==> src/rtl/core/integer_to_radix_text_core_macros.svh <==
// Assertion macros for the integer-to-radix-text core.
// Used by the top level only; expects clk and arst_n in scope.
`ifndef INTEGER_TO_RADIX_TEXT_CORE_MACROS_SVH
`define INTEGER_TO_RADIX_TEXT_CORE_MACROS_SVH

// check a condition in the same cycle as its trigger
`define ITRT_ASSERT_SAME(lbl, trig, cond) \
	lbl: assert property (@(posedge clk) disable iff (!arst_n) (trig) |-> (cond)) \
		else $error("itrt assertion failed");

// check a condition in the cycle after its trigger
`define ITRT_ASSERT_NEXT(lbl, trig, cond) \
	lbl: assert property (@(posedge clk) disable iff (!arst_n) (trig) |=> (cond)) \
		else $error("itrt assertion failed");

`endif

==> src/rtl/core/itrt_pkg.sv <==
// Shared constants, types and helper functions of the integer-to-radix-text core.
// No dependencies.
`default_nettype none

package itrt_pkg;

	localparam int VALUE_BITS_DEF = 32;
	localparam int RADIX_W        = 6;
	localparam int CHAR_W         = 7;
	localparam int ADDR_W         = 3;
	localparam int DATA_W         = 32;
	localparam int DIV_STEPS      = 4;
	localparam int QUEUE_DEPTH    = 2;
	localparam int QUEUE_AW       = 1;
	localparam int QUEUE_CW       = 2;

	localparam logic [RADIX_W-1:0] RADIX_RESET = 6'd10;
	localparam logic [RADIX_W-1:0] RADIX_MIN   = 6'd2;
	localparam logic [RADIX_W-1:0] RADIX_MAX   = 6'd36;
	localparam logic [RADIX_W-1:0] DECIMAL     = 6'd10;
	localparam logic [RADIX_W-1:0] DIGIT_MAX   = 6'd35;

	localparam logic [CHAR_W-1:0] CHAR_MINUS      = 7'h2D;
	localparam logic [CHAR_W-1:0] CHAR_ZERO       = 7'h30;
	localparam logic [CHAR_W-1:0] CHAR_NINE       = 7'h39;
	localparam logic [CHAR_W-1:0] CHAR_UPPER_A    = 7'h41;
	localparam logic [CHAR_W-1:0] CHAR_UPPER_Z    = 7'h5A;
	localparam logic [CHAR_W-1:0] CHAR_ALPHA_BASE = 7'h37;

	localparam logic [ADDR_W-3:0] REG_RADIX = 1'b0;

	typedef struct packed {
		logic                 minus;
		logic [RADIX_W-1:0]   base;
	} job_ctl_t;

	function automatic logic [RADIX_W-1:0] eff_radix(input logic [RADIX_W-1:0] r);
		if (r < RADIX_MIN) begin
			return RADIX_MIN;
		end else if (r > RADIX_MAX) begin
			return RADIX_MAX;
		end else begin
			return r;
		end
	endfunction

	function automatic logic [CHAR_W-1:0] digit_char(input logic [RADIX_W-1:0] d);
		logic [RADIX_W-1:0] c;
		c = (d > DIGIT_MAX) ? DIGIT_MAX : d;
		if (c < DECIMAL) begin
			return CHAR_ZERO + {1'b0, c};
		end else begin
			return CHAR_ALPHA_BASE + {1'b0, c};
		end
	endfunction

endpackage

`default_nettype wire

==> src/rtl/core/itrt_front.sv <==
// Front end: radix register, item intake, sign and radix classification.
// Depends on itrt_pkg.
`default_nettype none

module itrt_front #(
	parameter int VALUE_BITS = itrt_pkg::VALUE_BITS_DEF
) (
	input  wire logic                            clk,
	input  wire logic                            arst_n,
	input  wire logic                            psel,
	input  wire logic                            penable,
	input  wire logic                            pwrite,
	input  wire logic [itrt_pkg::ADDR_W-1:0]     paddr,
	input  wire logic [itrt_pkg::DATA_W-1:0]     pwdata,
	output      logic [itrt_pkg::DATA_W-1:0]     prdata,
	output      logic                            pready,
	input  wire logic                            in_valid,
	output      logic                            in_ready,
	input  wire logic signed [VALUE_BITS-1:0]    value,
	output      logic                            push,
	input  wire logic                            push_ready,
	output      itrt_pkg::job_ctl_t              push_ctl,
	output      logic [VALUE_BITS-1:0]           push_mag
);

	logic [itrt_pkg::RADIX_W-1:0] radix_q;
	logic [itrt_pkg::ADDR_W-3:0]  reg_idx;
	logic [itrt_pkg::RADIX_W-1:0] base;
	logic [VALUE_BITS-1:0]        raw;
	logic                         neg;

	assign reg_idx = paddr[itrt_pkg::ADDR_W-1:2];
	assign pready  = 1'b1;

	always_ff @(posedge clk or negedge arst_n) begin
		if (!arst_n) begin
			radix_q <= itrt_pkg::RADIX_RESET;
		end else if (psel && penable && pwrite && reg_idx == itrt_pkg::REG_RADIX) begin
			radix_q <= pwdata[itrt_pkg::RADIX_W-1:0];
		end
	end

	always_comb begin
		prdata = '0;
		if (reg_idx == itrt_pkg::REG_RADIX) begin
			prdata[itrt_pkg::RADIX_W-1:0] = radix_q;
		end
	end

	assign base     = itrt_pkg::eff_radix(radix_q);
	assign raw      = $unsigned(value);
	assign neg      = raw[VALUE_BITS-1] && (base == itrt_pkg::DECIMAL);
	assign in_ready = push_ready;
	assign push     = in_valid && push_ready;

	assign push_ctl.minus = neg;
	assign push_ctl.base  = base;
	assign push_mag       = neg ? (~raw + {{(VALUE_BITS-1){1'b0}}, 1'b1}) : raw;

endmodule

`default_nettype wire

==> src/rtl/core/itrt_queue.sv <==
// Two-entry job queue between the front end and the conversion engine.
// Depends on itrt_pkg.
`default_nettype none

module itrt_queue #(
	parameter int DW = 8
) (
	input  wire logic          clk,
	input  wire logic          arst_n,
	input  wire logic          wr_en,
	output      logic          wr_ready,
	input  wire logic [DW-1:0] wr_data,
	output      logic          rd_valid,
	input  wire logic          rd_en,
	output      logic [DW-1:0] rd_data
);

	logic [DW-1:0]                   slot_q [itrt_pkg::QUEUE_DEPTH];
	logic [itrt_pkg::QUEUE_AW-1:0]   wr_ptr_q;
	logic [itrt_pkg::QUEUE_AW-1:0]   rd_ptr_q;
	logic [itrt_pkg::QUEUE_CW-1:0]   cnt_q;
	logic                            do_wr;
	logic                            do_rd;

	assign wr_ready = (cnt_q != itrt_pkg::QUEUE_CW'(itrt_pkg::QUEUE_DEPTH));
	assign rd_valid = (cnt_q != '0);
	assign rd_data  = slot_q[rd_ptr_q];
	assign do_wr    = wr_en && wr_ready;
	assign do_rd    = rd_en && rd_valid;

	always_ff @(posedge clk) begin
		if (do_wr) begin
			slot_q[wr_ptr_q] <= wr_data;
		end
	end

	always_ff @(posedge clk or negedge arst_n) begin
		if (!arst_n) begin
			wr_ptr_q <= '0;
			rd_ptr_q <= '0;
			cnt_q    <= '0;
		end else begin
			if (do_wr) begin
				wr_ptr_q <= wr_ptr_q + 1'b1;
			end
			if (do_rd) begin
				rd_ptr_q <= rd_ptr_q + 1'b1;
			end
			case ({do_wr, do_rd})
				2'b10:   cnt_q <= cnt_q + 1'b1;
				2'b01:   cnt_q <= cnt_q - 1'b1;
				default: cnt_q <= cnt_q;
			endcase
		end
	end

endmodule

`default_nettype wire

==> src/rtl/core/itrt_back.sv <==
// Conversion engine: iterative radix division into a digit memory, then
// character emission most significant first through an output register.
// Depends on itrt_pkg.
`default_nettype none

module itrt_back #(
	parameter int VALUE_BITS = itrt_pkg::VALUE_BITS_DEF
) (
	input  wire logic                          clk,
	input  wire logic                          arst_n,
	input  wire logic                          job_valid,
	output      logic                          job_ready,
	input  wire itrt_pkg::job_ctl_t            job_ctl,
	input  wire logic [VALUE_BITS-1:0]         job_mag,
	output      logic                          out_valid,
	input  wire logic                          out_ready,
	output      logic [itrt_pkg::CHAR_W-1:0]   text_char,
	output      logic                          last_char
);

	localparam int BPC = itrt_pkg::DIV_STEPS;
	localparam int PW  = ((VALUE_BITS + BPC - 1) / BPC) * BPC;
	localparam int CPD = PW / BPC;
	localparam int CW  = (CPD > 1) ? $clog2(CPD) : 1;
	localparam int AW  = (VALUE_BITS > 1) ? $clog2(VALUE_BITS) : 1;
	localparam int RW  = itrt_pkg::RADIX_W;

	localparam logic [2:0] ST_IDLE = 3'd0;
	localparam logic [2:0] ST_DIV  = 3'd1;
	localparam logic [2:0] ST_SIGN = 3'd2;
	localparam logic [2:0] ST_READ = 3'd3;
	localparam logic [2:0] ST_LOAD = 3'd4;

	logic [2:0]                  state_q;
	logic [PW-1:0]               dq_q;
	logic [RW-1:0]               rem_q;
	logic [CW-1:0]               cyc_q;
	logic [AW-1:0]               wr_idx_q;
	logic [AW-1:0]               rd_idx_q;
	logic                        minus_q;
	logic [RW-1:0]               base_q;
	logic [RW-1:0]               rd_q;
	logic [RW-1:0]               digit_mem [VALUE_BITS];
	logic                        out_valid_q;
	logic [itrt_pkg::CHAR_W-1:0] char_q;
	logic                        last_q;

	logic [RW-1:0]               rem_next;
	logic [BPC-1:0]              qbits;
	logic [PW-1:0]               dq_next;
	logic                        digit_done;
	logic                        out_free;
	logic                        load_sign;
	logic                        load_digit;

	always_comb begin
		logic [RW:0]   t;
		logic [RW-1:0] r;
		r     = rem_q;
		qbits = '0;
		for (int i = 0; i < BPC; i++) begin
			t = {r, dq_q[PW-1-i]};
			if (t >= {1'b0, base_q}) begin
				t = t - {1'b0, base_q};
				qbits[BPC-1-i] = 1'b1;
			end
			r = t[RW-1:0];
		end
		rem_next = r;
		dq_next  = {dq_q[PW-BPC-1:0], qbits};
	end

	assign digit_done = (state_q == ST_DIV) && (cyc_q == CW'(CPD - 1));
	assign out_free   = !out_valid_q || out_ready;
	assign load_sign  = (state_q == ST_SIGN) && out_free;
	assign load_digit = (state_q == ST_LOAD) && out_free;
	assign job_ready  = (state_q == ST_IDLE);

	always_ff @(posedge clk) begin
		if (digit_done) begin
			digit_mem[wr_idx_q] <= rem_next;
		end
		if (state_q == ST_READ) begin
			rd_q <= digit_mem[rd_idx_q];
		end
	end

	always_ff @(posedge clk) begin
		if (job_valid && job_ready) begin
			dq_q    <= PW'(job_mag);
			minus_q <= job_ctl.minus;
			base_q  <= job_ctl.base;
		end else if (state_q == ST_DIV) begin
			dq_q <= dq_next;
		end
	end

	always_ff @(posedge clk or negedge arst_n) begin
		if (!arst_n) begin
			state_q  <= ST_IDLE;
			rem_q    <= '0;
			cyc_q    <= '0;
			wr_idx_q <= '0;
			rd_idx_q <= '0;
		end else begin
			case (state_q)
				ST_IDLE: begin
					if (job_valid) begin
						rem_q    <= '0;
						cyc_q    <= '0;
						wr_idx_q <= '0;
						state_q  <= ST_DIV;
					end
				end
				ST_DIV: begin
					if (digit_done) begin
						rem_q <= '0;
						cyc_q <= '0;
						if (dq_next == '0) begin
							rd_idx_q <= wr_idx_q;
							state_q  <= minus_q ? ST_SIGN : ST_READ;
						end else begin
							wr_idx_q <= wr_idx_q + 1'b1;
						end
					end else begin
						rem_q <= rem_next;
						cyc_q <= cyc_q + 1'b1;
					end
				end
				ST_SIGN: begin
					if (out_free) begin
						state_q <= ST_READ;
					end
				end
				ST_READ: begin
					state_q <= ST_LOAD;
				end
				ST_LOAD: begin
					if (out_free) begin
						if (rd_idx_q == '0) begin
							state_q <= ST_IDLE;
						end else begin
							rd_idx_q <= rd_idx_q - 1'b1;
							state_q  <= ST_READ;
						end
					end
				end
				default: begin
					state_q <= ST_IDLE;
				end
			endcase
		end
	end

	always_ff @(posedge clk or negedge arst_n) begin
		if (!arst_n) begin
			out_valid_q <= 1'b0;
		end else if (load_sign || load_digit) begin
			out_valid_q <= 1'b1;
		end else if (out_ready) begin
			out_valid_q <= 1'b0;
		end
	end

	always_ff @(posedge clk) begin
		if (load_sign) begin
			char_q <= itrt_pkg::CHAR_MINUS;
			last_q <= 1'b0;
		end else if (load_digit) begin
			char_q <= itrt_pkg::digit_char(rd_q);
			last_q <= (rd_idx_q == '0);
		end
	end

	assign out_valid = out_valid_q;
	assign text_char = char_q;
	assign last_char = last_q;

endmodule

`default_nettype wire

==> src/rtl/core/integer_to_radix_text_core.sv <==
// Integer to radix text: one signed value in, its ASCII digits out, MSD first.
// The 4-bit-per-cycle divider writes each digit into a digit memory; the engine then loads an
// optional minus sign and, per digit, reads the memory (ST_READ) and loads the output register (ST_LOAD).
// The engine takes a new item only once its last character is loaded, and out_ready stalls hold it;
// a two-entry queue holds waiting items.
// Reset: asynchronous, clears control state and the queue, radix returns to 10; no clearing pass.
`default_nettype none

`include "integer_to_radix_text_core_macros.svh"

module integer_to_radix_text_core #(
	parameter int VALUE_BITS = itrt_pkg::VALUE_BITS_DEF
) (
	input  wire logic                          clk,
	input  wire logic                          arst_n,
	input  wire logic                          psel,
	input  wire logic                          penable,
	input  wire logic                          pwrite,
	input  wire logic [itrt_pkg::ADDR_W-1:0]   paddr,
	input  wire logic [itrt_pkg::DATA_W-1:0]   pwdata,
	output      logic [itrt_pkg::DATA_W-1:0]   prdata,
	output      logic                          pready,
	input  wire logic                          in_valid,
	output      logic                          in_ready,
	input  wire logic signed [VALUE_BITS-1:0]  value,
	output      logic                          out_valid,
	input  wire logic                          out_ready,
	output      logic [itrt_pkg::CHAR_W-1:0]   text_char,
	output      logic                          last_char
);

	localparam int CTL_W = $bits(itrt_pkg::job_ctl_t);
	localparam int JW    = CTL_W + VALUE_BITS;

	logic                 push;
	logic                 push_ready;
	itrt_pkg::job_ctl_t   push_ctl;
	logic [VALUE_BITS-1:0] push_mag;
	logic                 job_valid;
	logic                 job_ready;
	logic [JW-1:0]        job_data;
	itrt_pkg::job_ctl_t   job_ctl;
	logic                 char_legal;

	itrt_front #(
		.VALUE_BITS(VALUE_BITS)
	) u_front (
		.clk       (clk),
		.arst_n    (arst_n),
		.psel      (psel),
		.penable   (penable),
		.pwrite    (pwrite),
		.paddr     (paddr),
		.pwdata    (pwdata),
		.prdata    (prdata),
		.pready    (pready),
		.in_valid  (in_valid),
		.in_ready  (in_ready),
		.value     (value),
		.push      (push),
		.push_ready(push_ready),
		.push_ctl  (push_ctl),
		.push_mag  (push_mag)
	);

	itrt_queue #(
		.DW(JW)
	) u_queue (
		.clk     (clk),
		.arst_n  (arst_n),
		.wr_en   (push),
		.wr_ready(push_ready),
		.wr_data ({push_ctl, push_mag}),
		.rd_valid(job_valid),
		.rd_en   (job_ready),
		.rd_data (job_data)
	);

	assign job_ctl = itrt_pkg::job_ctl_t'(job_data[JW-1:VALUE_BITS]);

	itrt_back #(
		.VALUE_BITS(VALUE_BITS)
	) u_back (
		.clk      (clk),
		.arst_n   (arst_n),
		.job_valid(job_valid),
		.job_ready(job_ready),
		.job_ctl  (job_ctl),
		.job_mag  (job_data[VALUE_BITS-1:0]),
		.out_valid(out_valid),
		.out_ready(out_ready),
		.text_char(text_char),
		.last_char(last_char)
	);

	assign char_legal =
		(text_char >= itrt_pkg::CHAR_ZERO && text_char <= itrt_pkg::CHAR_NINE) ||
		(text_char >= itrt_pkg::CHAR_UPPER_A && text_char <= itrt_pkg::CHAR_UPPER_Z) ||
		(text_char == itrt_pkg::CHAR_MINUS);

	`ITRT_ASSERT_NEXT(a_push_queued, in_valid && in_ready, job_valid)
	`ITRT_ASSERT_SAME(a_minus_not_last, out_valid && text_char == itrt_pkg::CHAR_MINUS, !last_char)
	`ITRT_ASSERT_SAME(a_char_legal, out_valid, char_legal)

endmodule

`default_nettype wire

==> config.mk <==
export PLATFORM = sky130hd
export DESIGN_NAME = integer_to_radix_text_core
export DESIGN_NICKNAME = d
export VERILOG_FILES = /design/src/rtl/core/itrt_pkg.sv /design/src/rtl/core/itrt_front.sv /design/src/rtl/core/itrt_queue.sv /design/src/rtl/core/itrt_back.sv /design/src/rtl/core/integer_to_radix_text_core.sv
export VERILOG_INCLUDE_DIRS = /design/src /design/src/rtl/core
export SDC_FILE = /design/constraint.sdc
export NUM_CORES = 1
export LEC_CHECK = 0
export BUFFER_PORTS_ARGS = -buffer_cell sky130_fd_sc_hd__buf_2
export CORE_ASPECT_RATIO = 1.25
export CORE_UTILIZATION = 55
export CTS_BUF_LIST = sky130_fd_sc_hd__clkbuf_8
export DETAILED_ROUTE_END_ITERATION = 10
export MAX_ROUTING_LAYER = met4
export PLACE_DENSITY = 0.74
export SYNTH_ARGS = -nofsm -noshare
export SYNTH_HDL_FRONTEND = slang
export SYNTH_SLANG_ARGS = --single-unit
export TNS_END_PERCENT = 50
==> constraint.sdc <==
create_clock -name clk -period 10.39 [get_ports clk]
set_clock_uncertainty 0.1 [all_clocks]
set_input_delay 1.039 -clock clk [delete_from_list [all_inputs] [get_ports clk]]
set_output_delay 1.039 -clock clk [all_outputs]
set_load 0.02 [all_outputs]
==> reports/qor.csv <==
stage;metric;value;unit
hold_path;min-delay worst type;flop to flop;
final_layout;Area growth syn-to-layout;9.360;%
grt;antenna violations before repair;0;
placed_design;IO buf count;61;
sta;fmax;102.2;MHz
floorplan;CORE AREA;0.02925;mm2
final_layout;Layout fillers;2228;
placed_design;Final HPWL DP;21010;um
synth;FFs w/ async S/R, synth;9.270;%
final_layout;final core occ;60.97;%
floorplan;Rows;70;
routing;Top Layer Used;met4;
sta;min cycle time layout;9.786;ns
floorplan;die footprint;0.03035;mm2
sta;Rel. slew slack;19.04;%
clock_network;Clock Path Buffers;3;
sta;measured slew at the worst slew-check pin;1.213;ns
routing;first-pass iteration count of the detailed router;7;
setup_path;Worst path most repeated cell;ha_1;
setup_path;Crit Path Class;flop to flop;
sta;setup_tns;0;ns
floorplan;initial core utilization;55.75;%
setup_path;Critical Path Source Type;flop;
synth;Cell variety after synth;76;
routing;met3 WL post-DR;1417;um
setup_path;slowest stage delay, CP;0.76;ns
flow_run;Max Cap Viol;0;
synth;cells after synthesis;1098;
clock_network;total CTS buffers;52;
grt;gr usage total;21.75;%
setup_path;Crit path max-delay family;compound AO/OA/AOI/OAI gates;
synth;top cell type's share of synthesized area;58.00;%
final_layout;NumNets Final;1281;
clock_network;clock sink count;356;
synth;top-count cell post-synth;edfxtp_1;
placed_design;routability congestion estimate;0.8925;
clock_network;Root Driver;clkbuf_8;
routing;Post-DRT Antenna Nets;0;
synth;Synth Area per Inst;14.85;um2
clock_network;CTS tree;yes;
routing;Via Count;9212;
hold_path;hold wc startpoint;u_back.text_char[1];
clock_network;H-tree depth;2;
setup_path;Critical Path Fanout Max;33;
routing;met2 WL;16670;um
final_layout;# diodes;0;
setup_path;Worst EP arrival;10.19;ns
clock_network;latest clock arrival within the worst-skew pair;0.59;ns
setup_path;Reg-to-Reg Start;u_back.base_q[1];
sta;Setup violations, final;0;
synth;top post-synthesis cells by area;edfxtp_1 58%, mux4_2 8.3%, dfrtp_1 4.8%, ha_1 2.6%, mux2i_1 2.2%;
synth;number of synthesized register bits;356;
floorplan;Die Span X;156.0;um
grt;gr ovfl total;0;
synth;Most used DFF post-synth;edfxtp_1;
sta;final hold violations;0;
synth;top post-synthesis cells by count;315 x edfxtp_1, 77 x nor2_1, 70 x nand2_1;
grt;largest net degree at the start of global routing;63;
setup_path;Slowest-stage cell, CP;mux2_2;
synth;Syn. warnings;0;
clock_network;clock slew at reported path FFs;0.06;ns
routing;final wirelength;30710;um
setup_path;Crit path buffers/inverters;4;
sta;fin crit share;94.19;%
clock_network;post-CTS setup buffer count;0;
routing;Detailed Route Iter0 Violations;493;
synth;Mapped Area;0.01631;mm2
hold_path;worst hold stages;2;
floorplan;die extent in y;194.5;um
final_layout;share of layout cells above drive strength 1;20.30;%
setup_path;Worst setup EP type;flop;
routing;Avg Vias per Cell;5.729;
grt;via count of the first global-routing pass;9348;
routing;# DRC;0;
routing;metal1 wirelength;11720;um
run_status;outcome;finished clean;
routing;WL/cell;19.10;um
setup_path;Crit path required time;10.80;ns
synth;post-synth top area cell;edfxtp_1;
setup_path;r2r endpoint;u_back.rem_q[2];
floorplan;Ports;117;
grt;first-pass GRT wire length;48890;um
setup_path;setup slack, reg-to-reg;0.60;ns
sta;max-slew violation count;0;
sta;unrepaired setup endpoints after global routing;no;
hold_path;Hold Path Sink;u_back.text_char[1];
synth;number of synthesized flops with an enable pin;315;
setup_path;FF-to-FF path depth;34;
synth;sequential cell area fraction in the yosys report;64.06;%
## worst min-delay path: stages, from the launching register on
cell and delay [ns]:
dfxtp_1 0.30, nand2_1 0.05, a21oi_1 0.05
## cell type report
class / instances / area, um2 / area share [%]
tap: 396 / 495.5 / 2.778
multi-input combinational: 659 / 5466 / 30.65
clock buffer: 57 / 784.5 / 4.398
timing repair buffer: 67 / 350.3 / 1.964
sequential: 356 / 10450 / 58.60
inverter: 33 / 123.9 / 0.6945
clock inverter: 40 / 163.9 / 0.9190
## stage by stage
stage	worst slack (ns)	cells	area [um2]	hold slack, ns
6_report	0.6039	1608	17840	0.3520
4_1_cts	0.5010	1608	17830	0.3514
5_1_grt	0.1107	1608	17840	0.4006
3_5_place_dp	0.5439	1511	16880	0.3438
2_1_floorplan	1.709	1123	16400	0.3608
3_3_place_gp	0.8036	1511	16880	0.3384
## cell usage in the layout (no fill, tap or decap), types with 5 or more instances in the layout
master	instances
buf_4	6
o22ai_1	5
o21a_1	6
dfxtp_1	8
ha_1	34
xnor2_1	31
nand2b_1	9
nand3b_1	5
o31ai_1	7
nand2_1	70
a21oi_1	32
clkinv_1	7
mux2_2	28
clkbuf_8	57
mux2i_1	34
edfxtp_1	315
and4_1	5
a31oi_1	6
o21ai_1	12
conb_1	27
o21ai_0	48
buf_2	61
nor2_1	76
dfrtp_1	28
nand3_1	8
or3_1	11
inv_1	59
nor4_1	12
a22o_1	8
xor2_1	13
nor2b_1	21
nor3_1	12
mux4_2	60
## worst max path at each step
stage / from / endpoint / slack (ns) / cells past startpoint
floorplan: u_back.base_q[1] / u_back.digit_mem[0][0] / 1.71 / 35
global placement: u_back.base_q[1] / u_back.digit_mem[4][1] / 0.80 / 34
detailed placement: u_back.base_q[1] / u_back.digit_mem[7][1] / 0.54 / 34
CTS: u_back.base_q[1] / u_back.digit_mem[5][1] / 0.50 / 34
global route: u_back.base_q[1] / u_back.rem_q[2] / 0.11 / 34
finish: u_back.base_q[1] / u_back.rem_q[2] / 0.60 / 34
## flip-flops by register name, summed over array words and instances, names as in the netlist
name              count
u_back.last_char      1
u_back.cyc_q          3
u_back.state_q        3
u_back.minus_q        1
u_back.rd_q           6
u_back.dq_q          32
u_back.rem_q          6
u_queue.rd_ptr_q      1
u_back.base_q         6
u_queue.slot_q       78
u_back.rd_idx_q       5
u_queue.wr_ptr_q      1
u_queue.cnt_q         2
u_back.digit_mem    192
u_back.out_valid      1
u_front.radix_q       6
u_back.text_char      7
u_back.wr_idx_q       5
## cells by family after synthesis
kind of cell,after synthesis,synth area share [%]
multiplexers,128,12.77
AO/OA/AOI/OAI,166,6.736
XOR/XNOR,44,2.363
flip-flops,356,64.06
adder cells (fa/ha/maj),39,3.161
buffers and inverters,108,3.161
other,2,0.04605
AND/OR/NAND/NOR,255,7.702
## timing repair
| action | in CTS | in global routing |
|---|---|---|
| hold buffers | 0 | 0 |
| gates resized for setup | 0 | 1 |
| endpoints found under the setup margin | 0 | 12 |
## per-layer routing
metal | vias up | global-route usage [%]
met5 | - | -
met4 | 0 | 7.807
met3 | 57 | 3.300
met2 | 249 | 38.64
met1 | 4586 | 24.72
li1 | 4320 | -
Power is left out: the tool's default activity adds up to more than one toggle a clock period on the data nets, which glitch-free logic cannot reach.
